[config.mk]
export PLATFORM = sky130hd
export DESIGN_NAME = looping_phase_accumulator
export DESIGN_NICKNAME = d
export VERILOG_FILES = /design/src/sv/lpa_pkg.sv /design/src/sv/looping_phase_accumulator.sv /design/src/sv/lpa_csr.sv /design/src/sv/lpa_front.sv /design/src/sv/lpa_queue.sv /design/src/sv/lpa_back.sv
export VERILOG_INCLUDE_DIRS = /design/src /design/src/sv
export SDC_FILE = /design/constraint.sdc
export NUM_CORES = 2
export LEC_CHECK = 0
export BUFFER_PORTS_ARGS = -buffer_cell sky130_fd_sc_hd__buf_4
export CORE_MARGIN = 4
export CORE_UTILIZATION = 30
export DETAILED_ROUTE_END_ITERATION = 7
export PLACE_DENSITY_LB_ADDON = 0.3
export SETUP_SLACK_MARGIN = 0.4
export SLEW_MARGIN = 10
export SYNTH_ARGS = -nofsm -noshare
export SYNTH_HDL_FRONTEND = slang
export SYNTH_SLANG_ARGS = --single-unit
[constraint.sdc]
create_clock -name clock -period 24.5 [get_ports clock]
set_input_delay 4.9 -clock clock [delete_from_list [all_inputs] [get_ports clock]]
set_output_delay 4.9 -clock clock [all_outputs]
set_load 0.02 [all_outputs]
[src/sv/looping_phase_accumulator_defines.svh]
// Assertion macros shared by the accumulator RTL.
`ifndef LOOPING_PHASE_ACCUMULATOR_DEFINES_SVH
`define LOOPING_PHASE_ACCUMULATOR_DEFINES_SVH

// Property must hold at every clock edge outside reset.
`define LPA_CHECK(label, clk, rst, prop, msg) \
   label: assert property (@(posedge clk) disable iff (rst) prop) else $error(msg);

// Expression must never be true outside reset.
`define LPA_NEVER(label, clk, rst, expr, msg) \
   label: assert property (@(posedge clk) disable iff (rst) !(expr)) else $error(msg);

`endif

[src/sv/lpa_pkg.sv]
package lpa_pkg;

   localparam int LEVEL_WIDTH_DEF   = 48;
   localparam int FRACTION_BITS_DEF = 16;
   localparam int TRIG_WIDTH        = 24;
   localparam int CSR_ADDR_WIDTH    = 6;
   localparam int CSR_DATA_WIDTH    = 64;
   localparam int QUEUE_DEPTH       = 2;
   localparam int QPTR_WIDTH        = $clog2(QUEUE_DEPTH);

   // register indexes, 8-byte stride
   localparam logic [2:0] REG_START_POS  = 3'd0;
   localparam logic [2:0] REG_END_POS    = 3'd1;
   localparam logic [2:0] REG_LOOP_START = 3'd2;
   localparam logic [2:0] REG_LOOP_END   = 3'd3;
   localparam logic [2:0] REG_SUBSAMPLE  = 3'd4;

   typedef struct packed {
      logic start_edge;
      logic finish_mode;
   } lpa_ctrl_type;

   typedef enum logic [3:0] {
      ST_IDLE,
      ST_DIV,
      ST_MUL,
      ST_OFFSET,
      ST_RELOAD,
      ST_DECIDE,
      ST_MOD,
      ST_FIX,
      ST_EMIT
   } lpa_state_type;

endpackage

[src/sv/looping_phase_accumulator.sv]
// Channel  | Ports              | Payload
// ---------+--------------------+------------------------------------------------
// input    | req_t*  (slave)    | start_trigger, finish_trigger, step_rate
// result   | rsp_t*  (master)   | position
// config   | csr_p*  (APB)      | start, end, loop start, loop end, subsample
//
// Each item runs through the back-end sequencer, which takes the next item only
// once the last is emitted; a start edge that reloads with sub-sample offset adds
// the serial divider and multiplier, and a loop wrap adds the serial modulo unit.
// Synchronous active-high reset; no clearing pass, items accepted right away.
// Input stalls only when the two-entry queue is full; a result waiting in the
// output register does not stop the front end.
module looping_phase_accumulator import lpa_pkg::*; #(
   parameter int LEVEL_WIDTH   = LEVEL_WIDTH_DEF,
   parameter int FRACTION_BITS = FRACTION_BITS_DEF
) (
   input  logic                      clock,
   input  logic                      reset,
   // tdata: start_trigger, finish_trigger, step_rate, zero pad
   input  logic                      req_tvalid,
   output logic                      req_tready,
   input  logic [((2*TRIG_WIDTH+LEVEL_WIDTH+7)/8)*8-1:0] req_tdata,
   // tdata: position, zero pad
   output logic                      rsp_tvalid,
   input  logic                      rsp_tready,
   output logic [((LEVEL_WIDTH+7)/8)*8-1:0] rsp_tdata,
   input  logic                      csr_psel,
   input  logic                      csr_penable,
   input  logic                      csr_pwrite,
   input  logic [CSR_ADDR_WIDTH-1:0] csr_paddr,
   input  logic [CSR_DATA_WIDTH-1:0] csr_pwdata,
   output logic [CSR_DATA_WIDTH-1:0] csr_prdata,
   output logic                      csr_pready
);

   localparam int RSP_W = ((LEVEL_WIDTH + 7) / 8) * 8;
   localparam int QW    = 2 + 2 * TRIG_WIDTH + LEVEL_WIDTH;

   // configuration
   logic signed [LEVEL_WIDTH-1:0] start_pos, end_pos, loop_start, loop_end;
   logic                          subsample;

   // front end to queue
   logic                          push, full;
   lpa_ctrl_type                  f_ctrl;
   logic [TRIG_WIDTH-1:0]         f_num, f_den;
   logic signed [LEVEL_WIDTH-1:0] f_rate;

   // queue to back end
   logic                          pop, empty;
   logic [QW-1:0]                 q_data;
   lpa_ctrl_type                  b_ctrl;
   logic [TRIG_WIDTH-1:0]         b_num, b_den;
   logic signed [LEVEL_WIDTH-1:0] b_rate;
   logic [LEVEL_WIDTH-1:0]        position;

   lpa_csr #(.LW(LEVEL_WIDTH)) u_csr (
      .clock       (clock),
      .reset       (reset),
      .csr_psel    (csr_psel),
      .csr_penable (csr_penable),
      .csr_pwrite  (csr_pwrite),
      .csr_paddr   (csr_paddr),
      .csr_pwdata  (csr_pwdata),
      .csr_prdata  (csr_prdata),
      .csr_pready  (csr_pready),
      .start_pos   (start_pos),
      .end_pos     (end_pos),
      .loop_start  (loop_start),
      .loop_end    (loop_end),
      .subsample   (subsample)
   );

   // front end: edge detect, finish toggle, divider operands
   lpa_front #(.LW(LEVEL_WIDTH)) u_front (
      .clock          (clock),
      .reset          (reset),
      .req_tvalid     (req_tvalid),
      .req_tready     (req_tready),
      .start_trigger  (req_tdata[TRIG_WIDTH-1:0]),
      .finish_trigger (req_tdata[2*TRIG_WIDTH-1:TRIG_WIDTH]),
      .step_rate      (req_tdata[2*TRIG_WIDTH +: LEVEL_WIDTH]),
      .full           (full),
      .push           (push),
      .ctrl           (f_ctrl),
      .trig_num       (f_num),
      .trig_den       (f_den),
      .rate           (f_rate)
   );

   lpa_queue #(.WIDTH(QW)) u_queue (
      .clock     (clock),
      .reset     (reset),
      .push      (push),
      .push_data ({f_rate, f_den, f_num, f_ctrl}),
      .pop       (pop),
      .pop_data  (q_data),
      .full      (full),
      .empty     (empty)
   );

   assign b_ctrl = q_data[1:0];
   assign b_num  = q_data[2 +: TRIG_WIDTH];
   assign b_den  = q_data[2 + TRIG_WIDTH +: TRIG_WIDTH];
   assign b_rate = q_data[2 + 2 * TRIG_WIDTH +: LEVEL_WIDTH];

   // back end: reload, loop wrap or clip, accumulate
   lpa_back #(.LW(LEVEL_WIDTH), .FB(FRACTION_BITS)) u_back (
      .clock      (clock),
      .reset      (reset),
      .empty      (empty),
      .pop        (pop),
      .ctrl       (b_ctrl),
      .trig_num   (b_num),
      .trig_den   (b_den),
      .rate       (b_rate),
      .start_pos  (start_pos),
      .end_pos    (end_pos),
      .loop_start (loop_start),
      .loop_end   (loop_end),
      .subsample  (subsample),
      .rsp_tvalid (rsp_tvalid),
      .rsp_tready (rsp_tready),
      .position   (position)
   );

   assign rsp_tdata = RSP_W'(position);

endmodule

[src/sv/lpa_csr.sv]
module lpa_csr import lpa_pkg::*; #(
   parameter int LW = LEVEL_WIDTH_DEF
) (
   input  logic                      clock,
   input  logic                      reset,
   input  logic                      csr_psel,
   input  logic                      csr_penable,
   input  logic                      csr_pwrite,
   input  logic [CSR_ADDR_WIDTH-1:0] csr_paddr,
   input  logic [CSR_DATA_WIDTH-1:0] csr_pwdata,
   output logic [CSR_DATA_WIDTH-1:0] csr_prdata,
   output logic                      csr_pready,
   output logic signed [LW-1:0]      start_pos,
   output logic signed [LW-1:0]      end_pos,
   output logic signed [LW-1:0]      loop_start,
   output logic signed [LW-1:0]      loop_end,
   output logic                      subsample
);

   logic signed [LW-1:0] start_ff, end_ff, lstart_ff, lend_ff;
   logic                 sub_ff;
   logic [2:0]           idx;
   logic                 wr;

   assign idx        = csr_paddr[5:3];
   assign wr         = csr_psel & csr_penable & csr_pwrite;
   assign csr_pready = 1'b1;

   always_ff @(posedge clock) begin
      if (reset) begin
         start_ff  <= '0;
         end_ff    <= '0;
         lstart_ff <= '0;
         lend_ff   <= '0;
         sub_ff    <= 1'b1;
      end else if (wr) begin
         unique case (idx)
            REG_START_POS:  start_ff  <= csr_pwdata[LW-1:0];
            REG_END_POS:    end_ff    <= csr_pwdata[LW-1:0];
            REG_LOOP_START: lstart_ff <= csr_pwdata[LW-1:0];
            REG_LOOP_END:   lend_ff   <= csr_pwdata[LW-1:0];
            REG_SUBSAMPLE:  sub_ff    <= csr_pwdata[0];
            default: ;
         endcase
      end
   end

   always_comb begin
      unique case (idx)
         REG_START_POS:  csr_prdata = CSR_DATA_WIDTH'(start_ff);
         REG_END_POS:    csr_prdata = CSR_DATA_WIDTH'(end_ff);
         REG_LOOP_START: csr_prdata = CSR_DATA_WIDTH'(lstart_ff);
         REG_LOOP_END:   csr_prdata = CSR_DATA_WIDTH'(lend_ff);
         REG_SUBSAMPLE:  csr_prdata = CSR_DATA_WIDTH'(sub_ff);
         default:        csr_prdata = '0;
      endcase
   end

   assign start_pos  = start_ff;
   assign end_pos    = end_ff;
   assign loop_start = lstart_ff;
   assign loop_end   = lend_ff;
   assign subsample  = sub_ff;

endmodule

[src/sv/lpa_front.sv]
module lpa_front import lpa_pkg::*; #(
   parameter int LW = LEVEL_WIDTH_DEF
) (
   input  logic                        clock,
   input  logic                        reset,
   input  logic                        req_tvalid,
   output logic                        req_tready,
   input  logic signed [TRIG_WIDTH-1:0] start_trigger,
   input  logic signed [TRIG_WIDTH-1:0] finish_trigger,
   input  logic signed [LW-1:0]        step_rate,
   input  logic                        full,
   output logic                        push,
   output lpa_ctrl_type                ctrl,
   output logic [TRIG_WIDTH-1:0]       trig_num,
   output logic [TRIG_WIDTH-1:0]       trig_den,
   output logic signed [LW-1:0]        rate
);

   logic signed [TRIG_WIDTH-1:0] last_start_ff, last_finish_ff;
   logic                         finish_ff, finish_in;
   logic                         start_edge, finish_edge;
   logic signed [TRIG_WIDTH:0]   neg_last, diff;

   assign req_tready  = ~full;
   assign push        = req_tvalid & ~full;

   // rising edge: previous <= 0, current > 0
   assign start_edge  = (last_start_ff <= 0) && (start_trigger > 0);
   assign finish_edge = (last_finish_ff <= 0) && (finish_trigger > 0);
   assign finish_in   = finish_ff ^ finish_edge;

   // -prev fits in TRIG_WIDTH unsigned bits, as does cur - prev on an edge
   assign neg_last = -{last_start_ff[TRIG_WIDTH-1], last_start_ff};
   assign diff     = {start_trigger[TRIG_WIDTH-1], start_trigger}
                     - {last_start_ff[TRIG_WIDTH-1], last_start_ff};

   assign ctrl.start_edge  = start_edge;
   assign ctrl.finish_mode = finish_in;
   assign trig_num         = neg_last[TRIG_WIDTH-1:0];
   assign trig_den         = diff[TRIG_WIDTH-1:0];
   assign rate             = step_rate;

   always_ff @(posedge clock) begin
      if (reset) begin
         last_start_ff  <= '0;
         last_finish_ff <= '0;
         finish_ff      <= 1'b0;
      end else if (push) begin
         last_start_ff  <= start_trigger;
         last_finish_ff <= finish_trigger;
         finish_ff      <= finish_in;
      end
   end

endmodule

[src/sv/lpa_queue.sv]
`include "looping_phase_accumulator_defines.svh"

module lpa_queue import lpa_pkg::*; #(
   parameter int WIDTH = 8
) (
   input  logic             clock,
   input  logic             reset,
   input  logic             push,
   input  logic [WIDTH-1:0] push_data,
   input  logic             pop,
   output logic [WIDTH-1:0] pop_data,
   output logic             full,
   output logic             empty
);

   logic [WIDTH-1:0]      slot_ff [QUEUE_DEPTH];
   logic [QPTR_WIDTH-1:0] wr_ptr_ff, rd_ptr_ff;
   logic [QPTR_WIDTH:0]   count_ff;

   assign full     = (count_ff == (QPTR_WIDTH+1)'(QUEUE_DEPTH));
   assign empty    = (count_ff == '0);
   assign pop_data = slot_ff[rd_ptr_ff];

   always_ff @(posedge clock) begin
      if (push) begin
         slot_ff[wr_ptr_ff] <= push_data;
      end
   end

   always_ff @(posedge clock) begin
      if (reset) begin
         wr_ptr_ff <= '0;
         rd_ptr_ff <= '0;
         count_ff  <= '0;
      end else begin
         if (push) wr_ptr_ff <= wr_ptr_ff + 1'b1;
         if (pop)  rd_ptr_ff <= rd_ptr_ff + 1'b1;
         if (push && !pop) count_ff <= count_ff + 1'b1;
         else if (pop && !push) count_ff <= count_ff - 1'b1;
      end
   end

   `LPA_CHECK(a_fill_bound, clock, reset, count_ff <= (QPTR_WIDTH+1)'(QUEUE_DEPTH), "queue overfilled")
   `LPA_NEVER(a_pop_empty, clock, reset, pop && empty, "pop from empty queue")

endmodule

[src/sv/lpa_back.sv]
`include "looping_phase_accumulator_defines.svh"

module lpa_back import lpa_pkg::*; #(
   parameter int LW = LEVEL_WIDTH_DEF,
   parameter int FB = FRACTION_BITS_DEF
) (
   input  logic                  clock,
   input  logic                  reset,
   input  logic                  empty,
   output logic                  pop,
   input  lpa_ctrl_type          ctrl,
   input  logic [TRIG_WIDTH-1:0] trig_num,
   input  logic [TRIG_WIDTH-1:0] trig_den,
   input  logic signed [LW-1:0]  rate,
   input  logic signed [LW-1:0]  start_pos,
   input  logic signed [LW-1:0]  end_pos,
   input  logic signed [LW-1:0]  loop_start,
   input  logic signed [LW-1:0]  loop_end,
   input  logic                  subsample,
   output logic                  rsp_tvalid,
   input  logic                  rsp_tready,
   output logic [LW-1:0]         position
);

   localparam int CW = $clog2((LW > FB) ? LW : FB);
   localparam int PW = LW + FB + 1;
   localparam int RW = TRIG_WIDTH + 1;
   localparam logic signed [LW-1:0] LVL_MAX = {1'b0, {(LW-1){1'b1}}};
   localparam logic signed [LW-1:0] LVL_MIN = {1'b1, {(LW-1){1'b0}}};

   function automatic logic signed [LW-1:0] sat_add(input logic signed [LW-1:0] a,
                                                    input logic signed [LW-1:0] b);
      logic [LW:0] s;
      s = {a[LW-1], a} + {b[LW-1], b};
      if (s[LW] != s[LW-1]) sat_add = s[LW] ? LVL_MIN : LVL_MAX;
      else sat_add = s[LW-1:0];
   endfunction

   lpa_state_type        state_ff, state_in;
   lpa_ctrl_type         ctrl_ff, ctrl_in;
   logic signed [LW-1:0] rate_ff, rate_in;
   logic [TRIG_WIDTH-1:0] den_ff, den_in;
   logic [RW-1:0]        drem_ff, drem_in;
   logic [FB-1:0]        quo_ff, quo_in;
   logic signed [PW-1:0] prod_ff, prod_in;
   logic signed [LW-1:0] work_ff, work_in;
   logic signed [LW-1:0] level_ff, level_in;
   logic                 looping_ff, looping_in;
   logic [LW-1:0]        dist_ff, dist_in;
   logic [LW-1:0]        modulus_ff, modulus_in;
   logic [LW:0]          mrem_ff, mrem_in;
   logic                 dir_ff, dir_in, below_ff, below_in;
   logic [CW-1:0]        cnt_ff, cnt_in;
   logic                 out_valid_ff, out_valid_in;
   logic [LW-1:0]        out_ff, out_in;

   logic [RW-1:0]        dtrial;
   logic [LW:0]          mtrial;
   logic                 loop_now;
   logic signed [LW-1:0] clip_hi;
   logic [LW-1:0]        m;

   always_ff @(posedge clock) begin
      if (reset) begin
         state_ff     <= ST_IDLE;
         level_ff     <= '0;
         looping_ff   <= 1'b0;
         out_valid_ff <= 1'b0;
      end else begin
         state_ff     <= state_in;
         level_ff     <= level_in;
         looping_ff   <= looping_in;
         out_valid_ff <= out_valid_in;
      end
   end

   always_ff @(posedge clock) begin
      ctrl_ff    <= ctrl_in;
      rate_ff    <= rate_in;
      den_ff     <= den_in;
      drem_ff    <= drem_in;
      quo_ff     <= quo_in;
      prod_ff    <= prod_in;
      work_ff    <= work_in;
      dist_ff    <= dist_in;
      modulus_ff <= modulus_in;
      mrem_ff    <= mrem_in;
      dir_ff     <= dir_in;
      below_ff   <= below_in;
      cnt_ff     <= cnt_in;
      out_ff     <= out_in;
   end

   always_comb begin
      state_in     = state_ff;
      ctrl_in      = ctrl_ff;
      rate_in      = rate_ff;
      den_in       = den_ff;
      drem_in      = drem_ff;
      quo_in       = quo_ff;
      prod_in      = prod_ff;
      work_in      = work_ff;
      level_in     = level_ff;
      looping_in   = looping_ff;
      dist_in      = dist_ff;
      modulus_in   = modulus_ff;
      mrem_in      = mrem_ff;
      dir_in       = dir_ff;
      below_in     = below_ff;
      cnt_in       = cnt_ff;
      out_in       = out_ff;
      out_valid_in = out_valid_ff & ~rsp_tready;
      pop          = 1'b0;
      dtrial       = {drem_ff[RW-2:0], 1'b0};
      mtrial       = {mrem_ff[LW-1:0], dist_ff[LW-1]};
      loop_now     = looping_ff | (work_ff >= loop_start);
      clip_hi      = (work_ff > end_pos) ? end_pos : work_ff;
      m            = mrem_ff[LW-1:0];

      unique case (state_ff)
         ST_IDLE: begin
            if (!empty) begin
               pop     = 1'b1;
               ctrl_in = ctrl;
               rate_in = rate;
               den_in  = trig_den;
               drem_in = RW'(trig_num);
               quo_in  = '0;
               cnt_in  = CW'(FB - 1);
               if (ctrl.start_edge && subsample) begin
                  state_in = ST_DIV;
               end else begin
                  work_in  = ctrl.start_edge ? start_pos : level_ff;
                  state_in = ST_DECIDE;
               end
            end
         end
         ST_DIV: begin
            // trigger fraction, one quotient bit per cycle
            if (dtrial >= {1'b0, den_ff}) begin
               drem_in = dtrial - {1'b0, den_ff};
               quo_in  = {quo_ff[FB-2:0], 1'b1};
            end else begin
               drem_in = dtrial;
               quo_in  = {quo_ff[FB-2:0], 1'b0};
            end
            if (cnt_ff == '0) begin
               cnt_in   = CW'(FB - 1);
               prod_in  = '0;
               state_in = ST_MUL;
            end else begin
               cnt_in = cnt_ff - 1'b1;
            end
         end
         ST_MUL: begin
            // shift-add, fraction MSB first
            prod_in = (prod_ff <<< 1) + (quo_ff[FB-1] ? PW'(rate_ff) : PW'(0));
            quo_in  = {quo_ff[FB-2:0], 1'b0};
            if (cnt_ff == '0) state_in = ST_OFFSET;
            else cnt_in = cnt_ff - 1'b1;
         end
         ST_OFFSET: begin
            work_in  = sat_add(rate_ff, prod_ff[FB +: LW]);
            state_in = ST_RELOAD;
         end
         ST_RELOAD: begin
            work_in  = sat_add(start_pos, work_ff);
            state_in = ST_DECIDE;
         end
         ST_DECIDE: begin
            if (!ctrl_ff.finish_mode) begin
               looping_in = loop_now;
               if (!loop_now) begin
                  state_in = ST_EMIT;
               end else if (loop_start == loop_end) begin
                  work_in  = loop_start;
                  state_in = ST_EMIT;
               end else begin
                  dir_in     = loop_start < loop_end;
                  below_in   = (loop_start < loop_end) ? (work_ff < loop_start)
                                                       : (work_ff > loop_start);
                  dist_in    = (work_ff < loop_start) ? LW'(loop_start - work_ff)
                                                      : LW'(work_ff - loop_start);
                  modulus_in = (loop_start < loop_end) ? LW'(loop_end - loop_start)
                                                       : LW'(loop_start - loop_end);
                  mrem_in    = '0;
                  cnt_in     = CW'(LW - 1);
                  state_in   = ST_MOD;
               end
            end else begin
               work_in  = (clip_hi < start_pos) ? start_pos : clip_hi;
               state_in = ST_EMIT;
            end
         end
         ST_MOD: begin
            // restoring remainder, one distance bit per cycle
            if (mtrial >= {1'b0, modulus_ff}) mrem_in = mtrial - {1'b0, modulus_ff};
            else mrem_in = mtrial;
            dist_in = {dist_ff[LW-2:0], 1'b0};
            if (cnt_ff == '0) state_in = ST_FIX;
            else cnt_in = cnt_ff - 1'b1;
         end
         ST_FIX: begin
            if (!below_ff) begin
               work_in = dir_ff ? (loop_start + m) : (loop_start - m);
            end else if (m == '0) begin
               work_in = loop_start;
            end else begin
               work_in = dir_ff ? (loop_end - m) : (loop_end + m);
            end
            state_in = ST_EMIT;
         end
         ST_EMIT: begin
            if (!out_valid_ff || rsp_tready) begin
               out_valid_in = 1'b1;
               out_in       = work_ff;
               level_in     = sat_add(work_ff, rate_ff);
               state_in     = ST_IDLE;
            end
         end
         default: state_in = ST_IDLE;
      endcase
   end

   assign rsp_tvalid = out_valid_ff;
   assign position   = out_ff;

   `LPA_CHECK(a_div_runs, clock, reset, (state_ff == ST_DIV && cnt_ff != '0) |=> state_ff == ST_DIV, "divide cut short")
   `LPA_CHECK(a_emit_lands, clock, reset, (state_ff == ST_EMIT && (!out_valid_ff || rsp_tready)) |=> (out_valid_ff && state_ff == ST_IDLE), "result not registered")

endmodule
==> reports/results.tsv <==
metric	value	unit
Routed WL	308000	um
final period utilization	48.5	%
hold_buf cts	0	
share of layout cells above drive strength 1	8.74	%
peak fanout along the critical path	48	
Crit path largest cell delay	0.62	ns
post-synthesis cell type count	121	
cell with the most instances on the worst path	buf_4	
clk root buf	clkbuf_16	
first-pass GRT wire length	444000	um
flop2flop setup slack	15.05	ns
die footprint	257000	um^2
worst skew pair latency	0.81	ns
Post-synth EDFFs	621	
maximum clock path buffer count	3	
Synth Flop Type	edfxtp_1	
CP cell instances	buf_4, nor2b_1, and2_2, buf_4, a221o_1, buf_4	
slew margin rel.	7.82	%
Post-synth ARST share	0	%
RSZ-0062 raised after global routing	false	
register area	24700	um^2
r2r endpoint	u_back.work_ff[20]$_DFFE_PP_	
delay-heaviest family, CP	buffers and inverters	
Mapped Avg Cell Area	8.40	um^2
Multi-input gate area	46200	um^2
Ys Warns	0	
Final ANT Viol Nets	0	
Post-Place Setup Slack	12.68	ns
Critical Path RT	19.60	ns
sequential cell area fraction in the yosys report	33.0	%
CTS resizes	0	
Hold Path Class	flop to flop	
commonest non-fill, non-tap cell in the layout	a21oi_1	
clock-pin slew on the worst setup and hold paths	0.06	ns
Pwr Total	9.73	mW
via count	68800	
drc violations	0	
largest net degree at the start of global routing	78	
NumNets Final	9827	
crit path capture type	output port	
Detail Placement HPWL	246000	um
vias in the first global route	66500	
maxcap violations	0	
leak pwr	33.4	nW
WL/cell	24.9	um
Peak VDD IR	0.227	mV
TritonCTS clock tree	yes	
Mapped Area	74700	um^2
FF-to-FF Start	u_back.work_ff[47]$_DFFE_PP_	
Worst Path Class, Setup	input port to output port	
Setup Viol. Count Final	0	
total iterations of the first detailed-routing run	5	
Post-CTS Setup Bufs	0	
gr usage total	22.9	%
routed vias/inst	5.56	
Ports	288	
Core ar.	247000	um^2
most frequent cells in the layout	a21oi_1, nand2_1, o21ai_0, ha_1, edfxtp_1	
initial detailed-routing violation count	5858	
slew of the pin with the lowest slew margin	1.35	ns
Starting Density	30.2	%
Sink Count	922	
Startpoint Class	input port	
WHS Endpoint	u_front.last_finish_ff[4]$_SDFFE_PP0P_	
Pins Over Slew Limit	0	
grt ovf	0	
GP Congestion	0.993	
Final WS setup	12.61	ns
CP Buf/Inv Count	3	
Reg2Reg Depth	23	
syn_nets	9764	
f_max	84.1	MHz
initial antenna violation count	20	
setup TNS	0	ns
Critical Path AT	6.99	ns
Rows	182	
Fill cells	25700	
status	completed	
Finished Core Util	34.0	%
Mapped Cells	8889	
Hold Crit Depth	2	
crit path time final	11.89	ns
beginning of the worst hold path	u_front.last_finish_ff[4]$_SDFFE_PP0P_	
clk_skew	0.0733	ns
Die Ht	507	um
die width	507	um
Area growth, synth to finish	12.4	%
total CTS buffers	109	
final-report hold violation count	0	
I/O Buffers	267	
P per Cell Area	116	nW/um^2
Slowest-stage cell, CP	a221o_1	
htree depth	3	
Yosys reg bits	922	
==> Yosys cell counts, types with 27 or more instances <==
library cell  instances  area [um^2]
a221oi_1             39          342
nand4_1             129          807
a22o_1               48          420
or3_1                30          188
clkbuf_1            336         1260
nand2_1            1030         3870
mux2i_1              97          971
o21a_1               74          556
a221o_1              58          581
nor4_1               45          282
dfxtp_1             301         6030
ha_1                689         8620
o21ai_0             696         3480
a21o_1              312         2340
nand3_1             106          531
mux2_2               83          935
nor2b_1              87          544
inv_1               552         2070
a31oi_1              82          513
xor2_1              213         1870
nand2b_1             88          551
a21oi_1            1102         5520
and2_1               98          613
xnor2_1             292         2560
edfxtp_1            621        18600
nor2_1              619         2320
a211oi_1            105          788
buf_1                28          105
o21bai_1            128          961
and3_1               72          450
o31ai_1              35          263
o2111ai_1            27          236
a21boi_0             32          240
nor3_1              105          526
o211ai_1             80          601
buf_2                42          210
==> where the power goes <==
group	internal (mW)	switching [mW]
Combinational	1.99	3.51
Clock	0.968	0.751
Sequential	2.13	0.373
Total	5.09	4.64
==> area by class of cell <==
type	instances	share of cell area, %
Timing Repair Buffer	397	3.56
Multi-Input combinational cell	6967	55.1
Tap cell	3312	4.94
Clock buffer	132	3.52
Inverter	555	2.49
Sequential cell	922	29.4
Antenna cell	10	0.0298
Clock inverter	75	0.978
==> routing by layer <==
metal / up-vias / wire (um) / GRT usage, %
met5: - / 14 / 0
met4: 2 / 16500 / 10.9
met3: 528 / 20400 / 3.29
met2: 2567 / 140000 / 37.2
met1: 33300 / 132000 / 29.9
li1: 32500 / - / -
==> per-stage QoR <==
stage / instance area (um^2) / instances / hold slack [ns]
floorplan: 74700 / 8889 / 0.433
global placement: 80100 / 12200 / 0.442
detailed placement: 80100 / 12200 / 0.447
CTS: 83900 / 12400 / 0.455
global route: 83900 / 12400 / 0.473
finish: 83900 / 12400 / 0.454
==> cells by family after synthesis <==
kind of cell / count (synthesis) / synth area share, %
flip-flops: 922 / 33.0
multiplexers: 180 / 2.55
AND/OR/NAND/NOR: 2505 / 15.4
AO/OA/AOI/OAI: 3070 / 25.7
buffers and inverters: 1000 / 5.40
other: 1 / 0.00502
XOR/XNOR: 506 / 5.95
adder cells (fa/ha/maj): 705 / 11.9
==> flip-flops by register name, indices dropped and copies added, names as in the netlist, 48 cells and up, named ones only <==
| signal | flops |
|---|---|
| u_csr.start_pos | 48 |
| u_csr.loop_end | 48 |
| u_csr.loop_start | 48 |
| u_queue.slot_ff | 196 |
| u_back.prod_ff | 64 |
| u_back.work_ff | 48 |
| u_back.mrem_ff | 48 |
| u_back.modulus_ff | 48 |
| u_csr.end_pos | 48 |
| u_back.rate_ff | 48 |
| u_back.level_ff | 48 |
| u_back.position | 48 |
| u_back.dist_ff | 48 |
==> worst max path at each step <==
stage	from	to	cells past startpoint
floorplan	csr_paddr[3]	csr_prdata[48]	5
global placement	csr_paddr[3]	csr_prdata[47]	6
detailed placement	csr_paddr[3]	csr_prdata[49]	6
CTS	csr_paddr[3]	csr_prdata[49]	6
global route	csr_paddr[3]	csr_prdata[50]	6
finish	csr_paddr[3]	csr_prdata[49]	6
==> worst register-to-register path, stage by stage (launching register included) <==
cell and delay (ns):
edfxtp_1 0.64, ha_1 0.76, nand4_1 0.21, or4_4 0.70, a31oi_1 0.55, nor4_1 0.18
xnor2_1 0.21, nor2_4 0.32, buf_4 0.42, mux2_2 0.48, ha_1 0.64, nand4_1 0.28
nor4_1 0.57, nand2_1 0.29, or3_1 0.53, nor4_1 0.30, o21ai_1 0.17, o211ai_2 0.10
buf_4 0.25, xnor2_4 0.35, buf_4 0.61, mux2i_1 0.31, o211a_1 0.19, a32oi_1 0.10
Note: power is estimated with default switching activity, not from simulation.
